### src/design/voxel_segment_traversal_top_macros.svh
// Assertion macros used by the back end of the voxel segment traversal design.
`ifndef VOXEL_SEGMENT_TRAVERSAL_TOP_MACROS_SVH
`define VOXEL_SEGMENT_TRAVERSAL_TOP_MACROS_SVH
`ifndef SYNTHESIS
// Same-cycle implication, checked out of reset.
`define VST_ASSERT_IMP(lbl, clk, rstn, ante, cons, msg) \
  lbl: assert property (@(posedge clk) disable iff (!rstn) (ante) |-> (cons)) else $error(msg);
// Next-cycle implication, checked out of reset.
`define VST_ASSERT_NXT(lbl, clk, rstn, ante, cons, msg) \
  lbl: assert property (@(posedge clk) disable iff (!rstn) (ante) |=> (cons)) else $error(msg);
`else
`define VST_ASSERT_IMP(lbl, clk, rstn, ante, cons, msg)
`define VST_ASSERT_NXT(lbl, clk, rstn, ante, cons, msg)
`endif
`endif

### src/design/vst_pkg.sv
// Package with shared types, constants and helpers of the voxel segment traversal.
package vst_pkg;

  localparam int unsigned MaxCellsDef = 64;
  localparam int unsigned FracBitsDef = 16;
  localparam int unsigned FracBitsMin = 8;
  localparam int unsigned FracBitsMax = 24;

  // Widths sized for the supported fraction settings: cells for the narrowest, numerators for the widest.
  localparam int unsigned CellW  = 34 - FracBitsMin + 1;
  localparam int unsigned NumW   = FracBitsMax + 1;
  localparam int unsigned DenW   = 34;
  localparam int unsigned DenHalf = DenW / 2;
  localparam int unsigned ProdW  = 64;
  localparam int unsigned MulSteps = 12;
  localparam int unsigned QueueDepth = 2;

  typedef struct packed {
    logic [15:0]              org;
    logic signed [CellW-1:0]  start_cell;
    logic [NumW-1:0]          num0;
    logic [DenW-1:0]          den;
    logic                     fin;
    logic                     neg;
  } vst_axis_t;

  typedef struct packed {
    vst_axis_t [2:0] axis;
  } vst_seg_t;

  typedef enum logic [1:0] {
    ST_IDLE,
    ST_MUL,
    ST_WALK
  } vst_state_e;

  // Cross products are kept as P[a][b] = num_a * den_b, six ordered pairs.
  localparam logic [2:0] P01 = 3'd0;
  localparam logic [2:0] P02 = 3'd1;
  localparam logic [2:0] P10 = 3'd2;
  localparam logic [2:0] P12 = 3'd3;
  localparam logic [2:0] P20 = 3'd4;
  localparam logic [2:0] P21 = 3'd5;

  function automatic logic [1:0] pair_a(input logic [2:0] p);
    logic [1:0] r;
    unique case (p)
      P01, P02: r = 2'd0;
      P10, P12: r = 2'd1;
      default:  r = 2'd2;
    endcase
    return r;
  endfunction

  function automatic logic [1:0] pair_b(input logic [2:0] p);
    logic [1:0] r;
    unique case (p)
      P10, P20: r = 2'd0;
      P01, P21: r = 2'd1;
      default:  r = 2'd2;
    endcase
    return r;
  endfunction

endpackage

### src/design/voxel_segment_traversal_top.sv
// Top level of the voxel segment traversal block.
// Each accepted segment yields every unit cell it passes through, start cell first and end
// cell last, one result per request; the walk stops after MAX_CELLS results and then flags
// truncation. A segment occupies the back end while it is loaded, while a single 25x17-bit
// multiplier builds the six exact cross products of the per-axis crossing times in twelve
// half-width steps, and while it walks, one cell per cycle unless the result waits for pop.
// Two classified segments can wait in the queue between front and back end.
module voxel_segment_traversal_top #(
  parameter int unsigned MAX_CELLS = vst_pkg::MaxCellsDef,
  parameter int unsigned FRAC_BITS = vst_pkg::FracBitsDef
) (
  input  logic               clk_i,
  input  logic               rst_ni,
  input  logic               push,
  output logic               full,
  input  logic signed [31:0] start_x_i,
  input  logic signed [31:0] start_y_i,
  input  logic signed [31:0] start_z_i,
  input  logic signed [31:0] end_x_i,
  input  logic signed [31:0] end_y_i,
  input  logic signed [31:0] end_z_i,
  output logic               empty,
  input  logic               pop,
  output logic signed [15:0] cell_x_o,
  output logic signed [15:0] cell_y_o,
  output logic signed [15:0] cell_z_o,
  output logic               last_o,
  output logic               truncated_o
);

  vst_pkg::vst_seg_t seg_in, seg_out;
  logic q_empty, q_rd;

  // Classification of the incoming request.
  vst_front #(.FRAC_BITS(FRAC_BITS)) u_front (
    .start_x_i(start_x_i), .start_y_i(start_y_i), .start_z_i(start_z_i),
    .end_x_i(end_x_i), .end_y_i(end_y_i), .end_z_i(end_z_i),
    .seg_o(seg_in)
  );

  vst_queue u_queue (
    .clk_i(clk_i), .rst_ni(rst_ni),
    .wr_i(push), .wdata_i(seg_in), .full_o(full),
    .rd_i(q_rd), .empty_o(q_empty), .rdata_o(seg_out)
  );

  vst_back #(.MAX_CELLS(MAX_CELLS), .FRAC_BITS(FRAC_BITS)) u_back (
    .clk_i(clk_i), .rst_ni(rst_ni),
    .q_empty_i(q_empty), .q_data_i(seg_out), .q_rd_o(q_rd),
    .empty(empty), .pop(pop),
    .cell_x_o(cell_x_o), .cell_y_o(cell_y_o), .cell_z_o(cell_z_o),
    .last_o(last_o), .truncated_o(truncated_o)
  );

endmodule

### src/design/vst_front.sv
// Front end: classifies each axis of an incoming segment relative to the end cell.
module vst_front #(
  parameter int unsigned FRAC_BITS = vst_pkg::FracBitsDef
) (
  input  logic signed [31:0] start_x_i,
  input  logic signed [31:0] start_y_i,
  input  logic signed [31:0] start_z_i,
  input  logic signed [31:0] end_x_i,
  input  logic signed [31:0] end_y_i,
  input  logic signed [31:0] end_z_i,
  output vst_pkg::vst_seg_t  seg_o
);

  localparam logic [33:0] One  = 34'(1) << FRAC_BITS;
  localparam logic [33:0] Mask = One - 34'(1);

  logic signed [31:0] s_v [3];
  logic signed [31:0] e_v [3];

  assign s_v[0] = start_x_i;
  assign s_v[1] = start_y_i;
  assign s_v[2] = start_z_i;
  assign e_v[0] = end_x_i;
  assign e_v[1] = end_y_i;
  assign e_v[2] = end_z_i;

  // Each axis is worked out independently of the others.
  for (genvar g = 0; g < 3; g++) begin : g_axis
    logic signed [31:0] org;
    logic [33:0]        frac_e;
    logic signed [33:0] re;
    logic signed [33:0] rs;
    logic signed [34:0] dir;
    logic signed [33:0] cell_s;
    logic [33:0]        frac_s;

    always_comb begin
      org    = e_v[g] >>> FRAC_BITS;
      frac_e = 34'(e_v[g]) & Mask;
      // An end point on a boundary is nudged one step into its cell.
      re     = (frac_e == '0) ? 34'sd1 : signed'(frac_e);
      rs     = 34'(s_v[g]) - 34'(e_v[g]) + signed'(frac_e);
      dir    = 35'(re) - 35'(rs);
      cell_s = rs >>> FRAC_BITS;
      frac_s = unsigned'(rs) & Mask;
      seg_o.axis[g].org        = org[15:0];
      seg_o.axis[g].start_cell = vst_pkg::CellW'(cell_s);
      if (dir > 0) begin
        seg_o.axis[g].num0 = vst_pkg::NumW'(One - frac_s);
        seg_o.axis[g].den  = vst_pkg::DenW'(dir);
        seg_o.axis[g].fin  = 1'b1;
        seg_o.axis[g].neg  = 1'b0;
      end else if (dir < 0) begin
        seg_o.axis[g].num0 = vst_pkg::NumW'(frac_s);
        seg_o.axis[g].den  = vst_pkg::DenW'(-dir);
        seg_o.axis[g].fin  = 1'b1;
        seg_o.axis[g].neg  = 1'b1;
      end else begin
        seg_o.axis[g].num0 = '0;
        seg_o.axis[g].den  = vst_pkg::DenW'(1);
        seg_o.axis[g].fin  = 1'b0;
        seg_o.axis[g].neg  = 1'b0;
      end
    end
  end

endmodule

### src/design/vst_queue.sv
// Short queue of classified segments between the front and back ends.
module vst_queue (
  input  logic              clk_i,
  input  logic              rst_ni,
  input  logic              wr_i,
  input  vst_pkg::vst_seg_t wdata_i,
  output logic              full_o,
  input  logic              rd_i,
  output logic              empty_o,
  output vst_pkg::vst_seg_t rdata_o
);

  localparam int unsigned PtrW = $clog2(vst_pkg::QueueDepth);

  vst_pkg::vst_seg_t mem_q [vst_pkg::QueueDepth];
  logic [PtrW-1:0] wptr_q, wptr_d, rptr_q, rptr_d;
  logic [PtrW:0]   cnt_q, cnt_d;
  logic            do_wr, do_rd;

  assign full_o  = (cnt_q == (PtrW+1)'(vst_pkg::QueueDepth));
  assign empty_o = (cnt_q == '0);
  assign do_wr   = wr_i && !full_o;
  assign do_rd   = rd_i && !empty_o;
  assign rdata_o = mem_q[rptr_q];

  // Pointer and fill count update.
  always_comb begin
    wptr_d = do_wr ? wptr_q + PtrW'(1) : wptr_q;
    rptr_d = do_rd ? rptr_q + PtrW'(1) : rptr_q;
    cnt_d  = cnt_q + (PtrW+1)'(do_wr) - (PtrW+1)'(do_rd);
  end

  always_ff @(posedge clk_i or negedge rst_ni) begin
    if (!rst_ni) begin
      wptr_q <= '0;
      rptr_q <= '0;
      cnt_q  <= '0;
    end else begin
      wptr_q <= wptr_d;
      rptr_q <= rptr_d;
      cnt_q  <= cnt_d;
    end
  end

  // Storage.
  always_ff @(posedge clk_i) begin
    if (do_wr) begin
      mem_q[wptr_q] <= wdata_i;
    end
  end

endmodule

### src/design/vst_back.sv
// Back end: forms the cross products of crossing times, then walks the grid cell by cell.
`include "voxel_segment_traversal_top_macros.svh"
module vst_back #(
  parameter int unsigned MAX_CELLS = vst_pkg::MaxCellsDef,
  parameter int unsigned FRAC_BITS = vst_pkg::FracBitsDef
) (
  input  logic              clk_i,
  input  logic              rst_ni,
  input  logic              q_empty_i,
  input  vst_pkg::vst_seg_t q_data_i,
  output logic              q_rd_o,
  output logic              empty,
  input  logic              pop,
  output logic [15:0]       cell_x_o,
  output logic [15:0]       cell_y_o,
  output logic [15:0]       cell_z_o,
  output logic              last_o,
  output logic              truncated_o
);

  localparam int unsigned NW = (MAX_CELLS > 1) ? $clog2(MAX_CELLS) : 1;
  localparam int unsigned KW = $clog2(vst_pkg::MulSteps);

  vst_pkg::vst_state_e state_q, state_d;
  vst_pkg::vst_seg_t   seg_q;
  logic signed [vst_pkg::CellW-1:0] cell_q [3];
  logic signed [vst_pkg::CellW-1:0] cell_d [3];
  logic [vst_pkg::ProdW-1:0] p_q [6];
  logic [vst_pkg::ProdW-1:0] p_d [6];
  logic [KW-1:0] k_q, k_d;
  logic [NW-1:0] n_q, n_d;

  logic        ovalid_q, ovalid_d;
  logic [15:0] ox_q, oy_q, oz_q;
  logic        olast_q, otrunc_q;

  logic        fire, done, at_limit, load;
  logic [2:0]  pidx;
  logic [1:0]  ma, mb, ax;
  logic [vst_pkg::DenHalf-1:0] mden;
  logic [vst_pkg::NumW+vst_pkg::DenHalf-1:0] prod;
  logic        e01, e02, e12;
  logic [vst_pkg::ProdW-1:0] sh [3];

  assign empty       = !ovalid_q;
  assign cell_x_o    = ox_q;
  assign cell_y_o    = oy_q;
  assign cell_z_o    = oz_q;
  assign last_o      = olast_q;
  assign truncated_o = otrunc_q;

  assign fire     = (state_q == vst_pkg::ST_WALK) && (!ovalid_q || pop);
  assign done     = (cell_q[0] == '0) && (cell_q[1] == '0) && (cell_q[2] == '0);
  assign at_limit = (n_q == NW'(MAX_CELLS - 1));
  assign load     = (state_q == vst_pkg::ST_IDLE) && !q_empty_i;
  assign q_rd_o   = load;

  // One half-width partial product per cycle.
  assign pidx = 3'(k_q >> 1);
  assign ma   = vst_pkg::pair_a(pidx);
  assign mb   = vst_pkg::pair_b(pidx);
  assign mden = k_q[0] ? seg_q.axis[mb].den[vst_pkg::DenW-1:vst_pkg::DenHalf]
                       : seg_q.axis[mb].den[vst_pkg::DenHalf-1:0];
  assign prod = seg_q.axis[ma].num0 * mden;

  // Exact comparison of crossing times; an axis that never crosses never wins.
  assign e01 = seg_q.axis[0].fin && (!seg_q.axis[1].fin || p_q[vst_pkg::P01] < p_q[vst_pkg::P10]);
  assign e02 = seg_q.axis[0].fin && (!seg_q.axis[2].fin || p_q[vst_pkg::P02] < p_q[vst_pkg::P20]);
  assign e12 = seg_q.axis[1].fin && (!seg_q.axis[2].fin || p_q[vst_pkg::P12] < p_q[vst_pkg::P21]);

  always_comb begin
    priority if (e01 && e02) ax = 2'd0;
    else if (!e01 && e12)    ax = 2'd1;
    else                     ax = 2'd2;
  end

  for (genvar g = 0; g < 3; g++) begin : g_sh
    assign sh[g] = vst_pkg::ProdW'(seg_q.axis[g].den) << FRAC_BITS;
  end

  // Sequencer for product setup and the walk.
  always_comb begin
    state_d = state_q;
    k_d     = k_q;
    n_d     = n_q;
    cell_d  = cell_q;
    p_d     = p_q;
    unique case (state_q)
      vst_pkg::ST_IDLE: begin
        if (load) begin
          state_d = vst_pkg::ST_MUL;
          k_d     = '0;
          n_d     = '0;
          for (int i = 0; i < 3; i++) begin
            cell_d[i] = q_data_i.axis[i].start_cell;
          end
        end
      end
      vst_pkg::ST_MUL: begin
        if (k_q[0]) begin
          p_d[pidx] = p_q[pidx] + (vst_pkg::ProdW'(prod) << vst_pkg::DenHalf);
        end else begin
          p_d[pidx] = vst_pkg::ProdW'(prod);
        end
        k_d = k_q + KW'(1);
        if (k_q == KW'(vst_pkg::MulSteps - 1)) begin
          state_d = vst_pkg::ST_WALK;
        end
      end
      vst_pkg::ST_WALK: begin
        if (fire) begin
          if (done || at_limit) begin
            state_d = vst_pkg::ST_IDLE;
          end else begin
            n_d = n_q + NW'(1);
            cell_d[ax] = seg_q.axis[ax].neg ? cell_q[ax] - vst_pkg::CellW'(1)
                                            : cell_q[ax] + vst_pkg::CellW'(1);
            unique case (ax)
              2'd0: begin
                p_d[vst_pkg::P01] = p_q[vst_pkg::P01] + sh[1];
                p_d[vst_pkg::P02] = p_q[vst_pkg::P02] + sh[2];
              end
              2'd1: begin
                p_d[vst_pkg::P10] = p_q[vst_pkg::P10] + sh[0];
                p_d[vst_pkg::P12] = p_q[vst_pkg::P12] + sh[2];
              end
              default: begin
                p_d[vst_pkg::P20] = p_q[vst_pkg::P20] + sh[0];
                p_d[vst_pkg::P21] = p_q[vst_pkg::P21] + sh[1];
              end
            endcase
          end
        end
      end
      default: state_d = vst_pkg::ST_IDLE;
    endcase
  end

  always_comb begin
    ovalid_d = ovalid_q;
    if (fire) begin
      ovalid_d = 1'b1;
    end else if (pop) begin
      ovalid_d = 1'b0;
    end
  end

  always_ff @(posedge clk_i or negedge rst_ni) begin
    if (!rst_ni) begin
      state_q  <= vst_pkg::ST_IDLE;
      ovalid_q <= 1'b0;
    end else begin
      state_q  <= state_d;
      ovalid_q <= ovalid_d;
    end
  end

  // Working registers and the result register.
  always_ff @(posedge clk_i) begin
    k_q    <= k_d;
    n_q    <= n_d;
    cell_q <= cell_d;
    p_q    <= p_d;
    if (load) begin
      seg_q <= q_data_i;
    end
    if (fire) begin
      ox_q     <= cell_q[0][15:0] + seg_q.axis[0].org;
      oy_q     <= cell_q[1][15:0] + seg_q.axis[1].org;
      oz_q     <= cell_q[2][15:0] + seg_q.axis[2].org;
      olast_q  <= done || at_limit;
      otrunc_q <= !done && at_limit;
    end
  end

  `VST_ASSERT_IMP(a_trunc_last, clk_i, rst_ni, ovalid_q && otrunc_q, olast_q, "truncated result without last")
  `VST_ASSERT_NXT(a_end_last, clk_i, rst_ni, fire && done, ovalid_q && olast_q, "end cell not marked last")
  `VST_ASSERT_NXT(a_end_idle, clk_i, rst_ni, fire && (done || at_limit), state_q == vst_pkg::ST_IDLE, "walk did not stop")
  `VST_ASSERT_NXT(a_mul_walk, clk_i, rst_ni, state_q == vst_pkg::ST_MUL && k_q == KW'(vst_pkg::MulSteps - 1), state_q == vst_pkg::ST_WALK, "setup overran")

endmodule
### config.mk
export PLATFORM = sky130hd
export DESIGN_NAME = voxel_segment_traversal_top
export DESIGN_NICKNAME = d
export VERILOG_FILES = /design/src/design/vst_pkg.sv /design/src/design/voxel_segment_traversal_top.sv /design/src/design/vst_front.sv /design/src/design/vst_queue.sv /design/src/design/vst_back.sv
export VERILOG_INCLUDE_DIRS = /design/src /design/src/design
export SDC_FILE = /design/constraint.sdc
export NUM_CORES = 2
export LEC_CHECK = 0
export BUFFER_PORTS_ARGS = -buffer_cell sky130_fd_sc_hd__buf_2
export CORE_ASPECT_RATIO = 1.75
export CORE_UTILIZATION = 64
export DETAILED_ROUTE_END_ITERATION = 8
export GPL_ROUTABILITY_DRIVEN = 0
export GPL_TIMING_DRIVEN = 0
export HOLD_SLACK_MARGIN = 0.02
export MAX_ROUTING_LAYER = met4
export PLACE_DENSITY = 0.81
export SYNTH_ARGS = -nofsm -noshare
export SYNTH_HDL_FRONTEND = slang
export SYNTH_SLANG_ARGS = --single-unit
### constraint.sdc
create_clock -name clk_i -period 27 [get_ports clk_i]
set_input_delay 5.4 -clock clk_i [delete_from_list [all_inputs] [get_ports clk_i]]
set_output_delay 5.4 -clock clk_i [all_outputs]
set_load 0.02 [all_outputs]
==> key figures, run 1 <==
Yosys
  – Most frequent cells after synthesis: edfxtp_1 (1254), ha_1 (852), inv_1 (825), nand2_1 (728), nor2_1 (688)
  – Number of flops mapped to enable cells by yosys: ~1300
  – Most frequent cell after synthesis: edfxtp_1
  – Post-synthesis cell count: 9221
  – Ys flop type: edfxtp_1
  – #FFs+latches synth: 1261
  – Top cell type's share of synthesized area: 0.400
  – Cell taking the most area after synthesis: edfxtp_1
  – Seq/Total Area, Yosys: 0.402
  – Area of the mapped netlist: 0.0942 mm^2
  – Yosys warning count: 0
  – Syn_nets: between 10000 and 15000
  – Synth top area cells: edfxtp_1 (40%), ha_1 (11%), fa_1 (5.1%)
  – Synth async-reset ratio: 0.00555
  – Syn_area_per_cell: 10.2 um^2
  – Unique masters post-synth: about 110

CTS
  – Post-CTS Resized: 0
  – TritonCTS buffer count: ~110
  – Setup Fix Bufs, Post-CTS: 0
  – H-Tree Depth: 3
  – CTS max path bufs: 3
  – CTS Sinks: 1261
  – Cts hold-fix bufs: 0
  – Root Buffer Master: clkbuf_16

Status
  – Log Error: [ERROR GRT-0116] Global routing finished with congestion. Check the congestion regions in the DRC Viewer.
  – Status: did not finish
  – Last stage: 5_1_grt

Global route
  – First-pass GRT wire length: 580000 um
  – Total gr overflow: 89
  – Vias in the first global route: 86500
  – Total Routing Usage GR: 0.553
  – Largest net degree at the start of global routing: 63

Floorplan
  – Die Y: just over 500 um
  – Die width: 292 um
  – Initial core utilization: 0.647
  – IO Count: around 250
  – Cell Rows: ~190

Placed design
  – Placed inst area: a little under 0.1 mm^2
  – Post-Place Setup Slack: 10.13 ns
  – Port Buffers: 247
  – Detailed placer's ending HPWL: around 280000 um
-- cell families after synthesis --
logic type	count (synthesis)	synth area share
fa+ha+maj	1092	0.164
xor+xnor	666	0.0622
mux	446	0.0535
buf+inv	1174	0.0473
compound gates	2298	0.157
simple gates	2284	0.114
flops	1261	0.402
-- stage by stage --
stage | setup TNS, ns | std cells | util
3_5_place_dp | 0 | 11400 | 0.679
4_1_cts | 0 | 11600 | 0.705
3_3_place_gp | -127.59 | 11300 | 0.672
2_1_floorplan | 0 | 9221 | -
-- routing by layer --
layer	GRT usage	GRT overflow
met4	0.570	39
met2	0.773	49
met5	-	-
met1	0.523	1
met3	0.297	0
==> run 2, diff against run 1 <==
--- a/config.mk
+++ b/config.mk
@@ -7,14 +7,11 @@
 export NUM_CORES = 2
 export LEC_CHECK = 0
 export BUFFER_PORTS_ARGS = -buffer_cell sky130_fd_sc_hd__buf_2
-export CORE_ASPECT_RATIO = 1.75
-export CORE_UTILIZATION = 64
+export CORE_UTILIZATION = 40
 export DETAILED_ROUTE_END_ITERATION = 8
 export GPL_ROUTABILITY_DRIVEN = 0
 export GPL_TIMING_DRIVEN = 0
-export HOLD_SLACK_MARGIN = 0.02
-export MAX_ROUTING_LAYER = met4
-export PLACE_DENSITY = 0.81
+export PLACE_DENSITY_LB_ADDON = 0.15
 export SYNTH_ARGS = -nofsm -noshare
 export SYNTH_HDL_FRONTEND = slang
 export SYNTH_SLANG_ARGS = --single-unit
==> run 2 against run 1 <==
  * The flow now finishes, with violations (max-capacitance violations, max-slew violations)
  * Area after synthesis is the same
  * Synthesized cell count is the same
==> key figures, run 2 <==
Yosys
  – Ys flop type: edfxtp_1 (unchanged)
  – Syn_nets: 10500 (unchanged)
  – Most frequent cell after synthesis: edfxtp_1 (unchanged)
  – #FFs+latches synth: 1261 (unchanged)
  – Yosys warning count: 0 (unchanged)
  – Post-synthesis cell count: 9221 (unchanged)
  – Synth top area cells: edfxtp_1 (40%), ha_1 (11%), fa_1 (5.1%) (unchanged)
  – Top cell type's share of synthesized area: 0.400 (unchanged)
  – Synth async-reset ratio: 0.00555 (unchanged)
  – Syn_area_per_cell: 10.2 um^2 (unchanged)
  – Cell taking the most area after synthesis: edfxtp_1 (unchanged)
  – Area of the mapped netlist: 0.0942 mm^2 (unchanged)
  – Unique masters post-synth: 114 (unchanged)
  – Number of flops mapped to enable cells by yosys: 1254 (unchanged)
  – Seq/Total Area, Yosys: 0.402 (unchanged)
  – Most frequent cells after synthesis: edfxtp_1 (1254), ha_1 (852), inv_1 (825), nand2_1 (728), nor2_1 (688) (unchanged)

Placed design
  – Port Buffers: 247 (unchanged)
  – Detailed placer's ending HPWL: 282000 um (was 275000 um)
  – Placed inst area: 0.100 mm^2 (was 0.0988 mm^2)

Finish
  – Post-route cell area: approximately 0.11 mm^2
  – Final core occ: 0.453
  – Filler instances: 22000
  – Top reg by flops: u_queue.mem_q
  – Multi-input gate area: 0.0521 mm^2
  – Nets: 11000
  – Area Overhead vs Synth: 12.2%
  – Commonest non-fill, non-tap cell in the layout: edfxtp_1
  – Most frequent cells in the layout: edfxtp_1 (1254), ha_1 (852), inv_1 (825)
  – Reg area: 0.0378 mm^2
  – Biggest registers after layout: u_queue.mem_q (522), u_back.p_q (384), u_back.seg_q (207)
  – Number of flip-flops in the largest register: about 520
  – Share of cells above drive strength 1: 0.0954

CTS
  – TritonCTS buffer count: 146 (was 108)
  – Root Buffer Master: clkbuf_16 (unchanged)
  – Clk Latency, worst-skew pair: 0.85 ns
  – CTS Sinks: 1261 (unchanged)
  – Post-CTS Resized: 0 (unchanged)
  – Cts hold-fix bufs: 0 (unchanged)
  – CTS max path bufs: 3 (unchanged)
  – H-Tree Depth: 4 (was 3)
  – Setup Fix Bufs, Post-CTS: 0 (unchanged)
  – CTS tree: yes
  – CTS clock-pin slew for the worst setup and hold paths: approximately 0.07 ns

Global route
  – Vias in the first global route: roughly 73000
  – First-pass GRT wire length: roughly 510000 um
  – Initial antenna violation count: 20
  – Total Routing Usage GR: 0.293
  – Total gr overflow: 0
  – Largest net degree at the start of global routing: 59

Critical path
  – Worst setup path category: register to register
  – Crit-path slowest cell: a21oi_1
  – CP Capture Type: register
  – Slowest stage delay, CP: 1.00 ns
  – Startpoint types: register
  – Top cell by count, worst path: a21oi_1
  – CP max FO: 10
  – CP arrival: between 15 and 20 ns
  – CP required: 27.55 ns

Timing
  – Endpoints failing hold: 0
  – Slew headroom: -0.0221
  – Clock skew: 0.0837 ns
  – Unrepaired setup endpoints after global routing: no
  – Minimum clock period: 17.31 ns
  – Final period util: 0.641
  – Setup-failing EPs final: 0
  – Max Freq: between 50 and 60 MHz
  – Slew @ Worst Pin: roughly 1.5 ns
  – Final Slew Violations: 19

Route
  – Antenna-violating nets left: 0
  – Via Count: between 70000 and 80000
  – Pre-antenna DRT Iters: 7
  – Wire length per cell: ~27 um
  – Drt drc: 0
  – Initial DRC count: between 8000 and 9000
  – Routed wire length: ~360000 um
  – Vias/cell: between 5 and 6

Flow run
  – Max Cap Viol: 4

Status
  – Status: finished with violations (was did not finish)
  – Violated checks: max-capacitance violations, max-slew violations

Floorplan
  – Area of the core: ~0.23 mm^2
  – Die Area: between 0.2 and 0.25 mm^2
  – IO Count: 248 (unchanged)
  – Initial core utilization: 0.404 (was 0.647)
  – Cell Rows: 177 (was 185)
  – Die Y: 487 um (was 510 um)
  – Die width: 487 um (was 292 um)

Min path
  – HP Class: register to register
==> run 2: critical path: cells and delay by family (launching register included) <==
| kind | cells | cell delay [ns] |
|---|---|---|
| simple gates | 8 | 2.87 |
| buf+inv | 10 | 2.95 |
| compound gates | 14 | 4.90 |
| fa+ha+maj | 8 | 3.95 |
| xor+xnor | 2 | 1.50 |
| flops | 1 | 0.41 |
| mux | 1 | 0.44 |
==> run 2: area by class of cell <==
class / count / share of cell area
diodes: 11 / 0.000261
clock inverters: 97 / 0.0124
inverters: 833 / 0.0296
multi-input cells: 6786 / 0.493
clock buffers: 170 / 0.0356
plain buffers: 341 / 0.0126
well taps: 3132 / 0.0371
repair buffers: 309 / 0.0213
flip-flops and latches: 1261 / 0.358
==> run 2: cell families after synthesis <==
group,count (synthesis),synth area share
buffers and inverters,1174,0.0473
adders and majority gates,1092,0.164
DFF,1261,0.402
and+or+nand+nor,2284,0.114
xor gates and xnor gates,666,0.0622
muxes,446,0.0535
AOI/OAI and AO/OA,2298,0.157
==> run 2: metrics by stage <==
step,instances,hold WS [ns],setup slack [ns],setup TNS [ns]
after global placement,12600,0.477,-5.99,-468.02
after global routing,12900,0.535,9.32,0
final,12900,0.512,9.69,0
after CTS,12900,0.510,10.21,0
after detailed placement,12700,0.526,10.28,0
after floorplan,9221,0.461,7.83,0
==> run 2: metal layers <==
layer,vias to the layer above,global-route usage,wire length (um)
li1,34500,-,-
met1,37400,0.386,146000
met2,3897,0.433,149000
met3,897,0.0690,34400
met4,14,0.182,25700
met5,-,0,123
==> run 2: path summary, 6_finish.rpt <==
check                                                start                            end  slack, ns  cells after the start
min in group asynchronous                           rst_ni  u_back.state_q[1]$_DFFE_PN0P_       4.55                      1
min                        u_queue.mem_q[1][193]$_DFFE_PP_    u_back.seg_q[193]$_DFFE_PP_       0.51                      1
max in group asynchronous                           rst_ni    u_back.ovalid_q$_DFFE_PN0P_      22.08                      1
min reg2reg                u_queue.mem_q[1][193]$_DFFE_PP_    u_back.seg_q[193]$_DFFE_PP_       0.51                      1
max reg2reg                    u_back.k_q[1]$_SDFFCE_PN0P_      u_back.p_q[188]$_DFFE_PP_       9.69                     43
max                            u_back.k_q[1]$_SDFFCE_PN0P_      u_back.p_q[188]$_DFFE_PP_       9.69                     43
Power of run 2 is left out: the tool's default activity adds up to more than one toggle a clock period on the data nets, which glitch-free logic cannot reach.
